`src/hdl/fwsc_pkg.sv`:
```
// Shared types and constants of the flow window stability calibrator.
package fwsc_pkg;

	localparam int COUNT_BITS = 16;
	localparam int FLOW_W     = 24;
	localparam int SUM_W      = FLOW_W + COUNT_BITS;
	localparam int SQ_W       = 2 * FLOW_W;
	localparam int SQSUM_W    = 64;
	localparam int DIVD_W     = 64;
	localparam int DIVS_W     = 48;
	localparam int ITER_W     = 7;
	localparam int ROOT_W     = 24;
	localparam int SREM_W     = ROOT_W + 3;
	localparam int NUM_W      = 39;
	localparam int LIM_W      = 40;
	localparam int KPROD_W    = 41;
	localparam int B_W        = 48;
	localparam int CFG_IDX_W  = 3;
	localparam int CFG_DATA_W = 32;

	localparam logic [COUNT_BITS-1:0] COUNT_MAX = '1;
	localparam logic [14:0] CV_SCALE = 15'd25600;
	localparam logic [FLOW_W-1:0] KNEE_FLOOR = 24'd256;
	localparam logic [15:0] CV_MAX = 16'hFFFF;
	localparam logic [ITER_W-1:0] DIV_ITERS = 7'd64;
	localparam logic [ITER_W-1:0] SQRT_ITERS = 7'd24;

	localparam logic [CFG_IDX_W-1:0] REG_GAIN_FLOOR   = 3'd0;
	localparam logic [CFG_IDX_W-1:0] REG_GAIN_CEILING = 3'd1;
	localparam logic [CFG_IDX_W-1:0] REG_KNEE_FRACTION = 3'd2;
	localparam logic [CFG_IDX_W-1:0] REG_STAB_LIMIT   = 3'd3;
	localparam logic [CFG_IDX_W-1:0] REG_NOMINAL_FLOW = 3'd4;

	typedef enum logic [2:0] {
		ST_OK         = 3'd0,
		ST_GAIN_ORDER = 3'd1,
		ST_KNEE_RANGE = 3'd2,
		ST_NO_SAMPLES = 3'd3,
		ST_ZERO_MEAN  = 3'd4,
		ST_UNSTABLE   = 3'd5
	} status_t;

	typedef enum logic [4:0] {
		OP_NONE, OP_LATCH, OP_SQUARE, OP_ACCUM, OP_MEAN_LD, OP_DIV_STEP, OP_MEAN_SAVE,
		OP_MSQ_LD, OP_MSQ_SAVE, OP_VAR, OP_SQRT_STEP, OP_NUM, OP_CV_LD, OP_CV_SAVE,
		OP_ERR, OP_KNEE, OP_KSQ, OP_B_LD, OP_B_SAVE, OP_FINISH
	} dp_op_t;

	typedef enum logic [4:0] {
		S_IDLE, S_SQUARE, S_ACCUM, S_MEAN_LD, S_MEAN_RUN, S_MEAN_SAVE, S_MSQ_LD,
		S_MSQ_RUN, S_MSQ_SAVE, S_VAR, S_SQRT_RUN, S_NUM, S_CV_LD, S_CV_RUN, S_CV_SAVE,
		S_ERR, S_KNEE, S_KSQ, S_B_LD, S_B_RUN, S_B_SAVE, S_FINISH
	} state_t;

	typedef struct packed {
		dp_op_t op;
	} dp_cmd_t;

	typedef struct packed {
		logic iter_last;
		logic count_zero;
		logic quot_zero;
		logic eval_ok;
		logic window_end;
	} dp_status_t;

	typedef struct packed {
		logic [31:0]       gain_floor;
		logic [31:0]       gain_ceiling;
		logic [16:0]       knee_fraction;
		logic [15:0]       stability_limit;
		logic [FLOW_W-1:0] nominal_flow;
	} cfg_t;

endpackage

```
`src/hdl/fwsc_ctrl.sv`:
```
// Controller state machine that sequences accumulation and window evaluation.
module fwsc_ctrl (
	input  logic                clk,
	input  logic                arst_n,
	input  logic                start,
	input  fwsc_pkg::dp_status_t st,
	output fwsc_pkg::dp_cmd_t   cmd,
	output logic                busy
);

	fwsc_pkg::state_t state_q, state_d;

	always_ff @(posedge clk or negedge arst_n) begin
		if (!arst_n) begin
			state_q <= fwsc_pkg::S_IDLE;
		end else begin
			state_q <= state_d;
		end
	end

	always_comb begin
		state_d = state_q;
		cmd.op = fwsc_pkg::OP_NONE;
		busy = (state_q != fwsc_pkg::S_IDLE);
		case (state_q)
			fwsc_pkg::S_IDLE: begin
				if (start) begin
					cmd.op = fwsc_pkg::OP_LATCH;
					state_d = fwsc_pkg::S_SQUARE;
				end
			end
			fwsc_pkg::S_SQUARE: begin
				cmd.op = fwsc_pkg::OP_SQUARE;
				state_d = fwsc_pkg::S_ACCUM;
			end
			fwsc_pkg::S_ACCUM: begin
				cmd.op = fwsc_pkg::OP_ACCUM;
				state_d = st.window_end ? fwsc_pkg::S_MEAN_LD : fwsc_pkg::S_IDLE;
			end
			fwsc_pkg::S_MEAN_LD: begin
				if (st.count_zero) begin
					state_d = fwsc_pkg::S_FINISH;
				end else begin
					cmd.op = fwsc_pkg::OP_MEAN_LD;
					state_d = fwsc_pkg::S_MEAN_RUN;
				end
			end
			fwsc_pkg::S_MEAN_RUN: begin
				cmd.op = fwsc_pkg::OP_DIV_STEP;
				if (st.iter_last) state_d = fwsc_pkg::S_MEAN_SAVE;
			end
			fwsc_pkg::S_MEAN_SAVE: begin
				cmd.op = fwsc_pkg::OP_MEAN_SAVE;
				state_d = st.quot_zero ? fwsc_pkg::S_FINISH : fwsc_pkg::S_MSQ_LD;
			end
			fwsc_pkg::S_MSQ_LD: begin
				cmd.op = fwsc_pkg::OP_MSQ_LD;
				state_d = fwsc_pkg::S_MSQ_RUN;
			end
			fwsc_pkg::S_MSQ_RUN: begin
				cmd.op = fwsc_pkg::OP_DIV_STEP;
				if (st.iter_last) state_d = fwsc_pkg::S_MSQ_SAVE;
			end
			fwsc_pkg::S_MSQ_SAVE: begin
				cmd.op = fwsc_pkg::OP_MSQ_SAVE;
				state_d = fwsc_pkg::S_VAR;
			end
			fwsc_pkg::S_VAR: begin
				cmd.op = fwsc_pkg::OP_VAR;
				state_d = fwsc_pkg::S_SQRT_RUN;
			end
			fwsc_pkg::S_SQRT_RUN: begin
				cmd.op = fwsc_pkg::OP_SQRT_STEP;
				if (st.iter_last) state_d = fwsc_pkg::S_NUM;
			end
			fwsc_pkg::S_NUM: begin
				cmd.op = fwsc_pkg::OP_NUM;
				state_d = fwsc_pkg::S_CV_LD;
			end
			fwsc_pkg::S_CV_LD: begin
				cmd.op = fwsc_pkg::OP_CV_LD;
				state_d = fwsc_pkg::S_CV_RUN;
			end
			fwsc_pkg::S_CV_RUN: begin
				cmd.op = fwsc_pkg::OP_DIV_STEP;
				if (st.iter_last) state_d = fwsc_pkg::S_CV_SAVE;
			end
			fwsc_pkg::S_CV_SAVE: begin
				cmd.op = fwsc_pkg::OP_CV_SAVE;
				state_d = st.eval_ok ? fwsc_pkg::S_ERR : fwsc_pkg::S_FINISH;
			end
			fwsc_pkg::S_ERR: begin
				cmd.op = fwsc_pkg::OP_ERR;
				state_d = fwsc_pkg::S_KNEE;
			end
			fwsc_pkg::S_KNEE: begin
				cmd.op = fwsc_pkg::OP_KNEE;
				state_d = fwsc_pkg::S_KSQ;
			end
			fwsc_pkg::S_KSQ: begin
				cmd.op = fwsc_pkg::OP_KSQ;
				state_d = fwsc_pkg::S_B_LD;
			end
			fwsc_pkg::S_B_LD: begin
				cmd.op = fwsc_pkg::OP_B_LD;
				state_d = fwsc_pkg::S_B_RUN;
			end
			fwsc_pkg::S_B_RUN: begin
				cmd.op = fwsc_pkg::OP_DIV_STEP;
				if (st.iter_last) state_d = fwsc_pkg::S_B_SAVE;
			end
			fwsc_pkg::S_B_SAVE: begin
				cmd.op = fwsc_pkg::OP_B_SAVE;
				state_d = fwsc_pkg::S_FINISH;
			end
			fwsc_pkg::S_FINISH: begin
				cmd.op = fwsc_pkg::OP_FINISH;
				state_d = fwsc_pkg::S_IDLE;
			end
			default: begin
				state_d = fwsc_pkg::S_IDLE;
			end
		endcase
	end

endmodule

```
`config.mk`:
```
export PLATFORM = sky130hd
export DESIGN_NAME = fwsc_ctrl
export DESIGN_NICKNAME = d
export VERILOG_FILES = /design/src/hdl/fwsc_pkg.sv /design/src/hdl/fwsc_ctrl.sv
export SDC_FILE = /design/constraint.sdc
export NUM_CORES = 1
export LEC_CHECK = 0
export ABC_CLOCK_PERIOD_IN_PS = 2190
export BUFFER_PORTS_ARGS = -buffer_cell sky130_fd_sc_hd__buf_2
export CORE_MARGIN = 2
export CORE_UTILIZATION = 53
export DETAILED_ROUTE_END_ITERATION = 7
export GPL_ROUTABILITY_DRIVEN = 0
export PLACE_DENSITY = 0.77
export REMOVE_ABC_BUFFERS = 1
export SLEW_MARGIN = 20
export SYNTH_ARGS = -nofsm -noshare
export SYNTH_HDL_FRONTEND = slang
export SYNTH_SLANG_ARGS = --single-unit
```
`constraint.sdc`:
```
create_clock -name clk -period 2.19 [get_ports clk]
set_clock_uncertainty 0.2 [all_clocks]
set_input_delay 0.438 -clock clk [delete_from_list [all_inputs] [get_ports clk]]
set_output_delay 0.438 -clock clk [all_outputs]
set_load 0.01 [all_outputs]
```
After elaboration in Yosys (flattened, before gate mapping)
Index checks and enable logic that the tools add are counted.
{"block": "word_totals", "register_bits": 5, "elab_cells": 46}
{"block": "op_classes", "mux": 14, "n_eq_ne": 27, "n_reduce_logical": 4}
{"cell": "$pmux 5 s21", "count": 1}
{"cell": "$pmux 5 s19", "count": 1}
{"cell": "$mux 5", "count": 9}
{"cell": "$eq 5x4->1 const B", "count": 8}
{"cell": "$eq 5x5->1 const B", "count": 6}
{"cell": "$eq 5x3->1 const B", "count": 4}
{"cell": "$ne 2x2->1 const B", "count": 6}
{"cell": "$eq 5x2->1 const B", "count": 2}
{"cell": "$reduce_and 6->1", "count": 1}
{"cell": "$eq 5x1->1 const B", "count": 1}
{"cell": "$logic_not 5->1", "count": 1}
{"cell": "$reduce_bool 5->1", "count": 1}
{"cell": "$reduce_or 4->1", "count": 1}
{"cell": "$mux 3", "count": 1}
{"cell": "$mux 2", "count": 1}
{"cell": "$mux 1", "count": 1}

Longest topological paths before layout
{"block": "logic_depth", "word_depth": 3, "mapped_depth": 6, "mapped_depth_nobuf": 4}

Worst setup path after synthesis
Ideal clock, no wire load.
{"block": "synth_path", "path_type": "flip-flop to output port", "from": "register state_q[3]", "to": "output cmd[0] in the netlist's numbering", "arrival_ps": 1402, "t_required_ps": 1552, "path_stages_with_launch": 7, "n_path_buf": 2, "slack_ps": 150, "path_cell_list": "dfrtp_1 buf_2 clkbuf_1 nor2b_1 o21ai_0 nand2_1 a211oi_1"}
{"item": "start, declared", "line_no": "fwsc_ctrl.sv:11", "rtl": "fwsc_pkg::state_t state_q, state_d;"}
{"item": "start signal, assigned", "line_no": "fwsc_ctrl.sv:15", "rtl": "state_q <= fwsc_pkg::S_IDLE;"}
{"item": "start signal, assigned", "line_no": "fwsc_ctrl.sv:17", "rtl": "state_q <= state_d;"}
{"item": "end, declared", "line_no": "fwsc_ctrl.sv:7", "rtl": "output fwsc_pkg::dp_cmd_t cmd,"}

==> results by group <==
Timing
  – Slew Viols, Final: 0
  – Max_slew headroom: 0.657
  – Fmax: 469 MHz
  – Final min period: 2130 ps
  – # setup viols final: 0
  – Final worst-path cycle share: 0.974
  – Worst-Margin Slew: 510 ps
  – Hold Vio Cnt, Final: 0

Logic synthesis
  – Largest area contributor in the netlist: dfrtp_1
  – Synth unique cells: 42
  – Most common cell in the synthesized netlist: nand2_1
  – Async set or reset register ratio after synthesis: 1.00
  – Sequential area share after synthesis: 0.180
  – Average size of a mapped cell: 7.01 sq um
  – Synth top cells by count: nand2_1, a21oi_1, o21ai_0
  – Cell Area, Synth: 694 sq um
  – Cells after Synth: 99
  – Ys flop type: dfrtp_1
  – Share of the synthesized area in the top cell type: 0.180
  – Ys Warns: 0
  – Synth top area cells: dfrtp_1, a21oi_1, o21ai_0, nand2_1, nor2_1
  – EDFF count, synth: 0
  – Synth Register Bits: 5

Power and ir drop
  – Leakage: 0.381 nW
  – Pwr Total: 1.64 mW
  – Power per cell area: 1750 nW/um^2
  – VDD IR max: 902 uV

Worst setup path
  – CP startpoint kind: register
  – Setup crit end kind: output pin
  – Worst-path maximum fanout: 10
  – WP data arrival: 1500 ps
  – Critical path class: reg -> out
  – Required @ worst endpoint: 1550 ps
  – R2r worst-path depth: 5

Clock tree
  – H-tree depth: 1
  – Max clock buf depth: 2
  – CTS root buf: clkbuf_4
  – CTS sink count: 5
  – Clk_lat worst skew: 270 ps
  – Num CTS Buffers: 3
  – CTS tree: built
  – Worst-path clk slew: 60 ps

Routing
  – Wire length on met2: 1020 um
  – Routed vias/inst: 6.57
  – DRT met1 WL: 866 um
  – DR pass1 iterations: 5
  – Routed wl met3: 263 um
  – Routed via count: 926
  – DR iter-0 viols: 36
  – WL/cell: 16.1 um
  – Highest Signal Layer: met4
  – DRC Markers: 0
  – Routed wire length: 2270 um
  – Routed Antenna Nets: 0

Global route
  – Largest net degree at the start of global routing: 16
  – Total track usage: 0.288
  – Initial antenna violation count: 0
  – Gr ovfl total: 0
  – Number of global-route vias before repair: 734
  – First-pass GRT wire length: 3140 um

Die
  – Site row count: 13
  – # IOs: 14
  – Starting Density: 0.547
  – DIE HEIGHT: 40.2 um
  – DIE AREA: 1620 sq um
  – Die span in x: 40.2 um
  – CORE AREA: 1270 sq um

Placement
  – DP Area: 769 sq um
  – Placed Cells: 122
  – Hpwl dp: 1340 um
  – Port bufs: 13

Finish
  – Diode count: 0
  – Largest registers: state_q (5)
  – Fill cell count: 106
  – Ratio of cells with drive above 1 in the final layout: 0.405
  – P&R area growth vs syn: 35.0%
  – Final nets: 135
  – Largest register FFs: 5
  – Top reg by flops: state_q
  – Post-route insts no fill: 141
  – Post-route cell area: 937 sq um

Flow run
  – Max-Cap Viols: 0

Run status
  – Status: finished, final reports clean

Hold path
  – Hold Crit Class: in -> async
-- power breakdown --
group / total [mW] / switching [mW] / internal [mW]
clock network: 0.123 / 0.0528 / 0.0698
logic: 1.25 / 0.649 / 0.605
registers: 0.266 / 0.117 / 0.149
total: 1.64 / 0.819 / 0.824
-- repair_timing --
action                                 4_1_cts  5_1_grt
pin swaps                                    0        1
resized for setup                            3       10
endpoints found under the hold margin        5        0
hold buffers                                 1        0
buffers inserted                             2       12
setup endpoints to repair                    3        5
-- placed cells by master (no fill, tap or decap), types with 3 or more instances in the layout --
| cell type | netlist | routed |
|---|---|---|
| buf_4 | 0 | 18 |
| buf_2 | 4 | 14 |
| nand2_1 | 9 | 9 |
| a21oi_1 | 8 | 8 |
| nor2_1 | 7 | 7 |
| o21ai_0 | 8 | 7 |
| dfrtp_2 | 0 | 5 |
| a31oi_1 | 4 | 4 |
| inv_1 | 4 | 3 |
| a311oi_1 | 3 | 3 |
| nor4_1 | 3 | 3 |
| clkbuf_4 | 0 | 3 |
-- critical path, stage by stage, from the launching register on --
cell and delay, ps:
dfrtp_2 480, clkinvlp_4 200, buf_4 170, a21oi_1 160, a211oi_2 90, buf_2 140
-- final cells by class --
type	instances	area (sq um)	share of cell area
Clock buffer	4	26.3	0.0280
Timing Repair Buffer	34	226	0.242
Tap cell	15	18.8	0.0200
Inverter	4	18.8	0.0200
Multi-Input combinational cell	79	515	0.550
Sequential cell	5	131	0.140
-- cell families (layout without fill, tap and decap cells) --
group           after synthesis  in the layout  synth area share
compound gates               36             36             0.344
xor+xnor                      2              2            0.0252
buf+inv                      15             42            0.0991
flops                         5              5             0.180
mux                           1              1            0.0162
simple gates                 40             40             0.335
-- worst paths after layout --
check,from,to,slack (ps)
max in group asynchronous,arst_n,state_q[4]$_DFFE_PN0P_,1320
min reg2reg,state_q[4]$_DFFE_PN0P_,state_q[3]$_DFFE_PN0P_,550
max reg2reg,state_q[1]$_DFFE_PN0P_,state_q[0]$_DFFE_PN0P_,120
min in group clk,st[4],state_q[3]$_DFFE_PN0P_,330
max,state_q[1]$_DFFE_PN0P_,cmd[0],60
min,arst_n,state_q[3]$_DFFE_PN0P_,310
-- layer usage --
metal | up-vias | track usage
met4 | 0 | 0.142
met5 | - | 0
li1 | 428 | -
met3 | 14 | 0.0278
met2 | 79 | 0.488
met1 | 405 | 0.361
-- per-stage QoR --
stage                     hold WS [ps]   util  worst slack [ps]  setup TNS [ps]
after floorplan                  -57.6      -               178               0
after detailed placement          61.0  0.607               148               0
after global routing               348  0.739             -19.2           -38.0
final                              313  0.739              56.9               0
after global placement            61.1  0.607               178               0
after CTS                          318  0.650              5.50               0
Power figures use the tool's default switching activity.
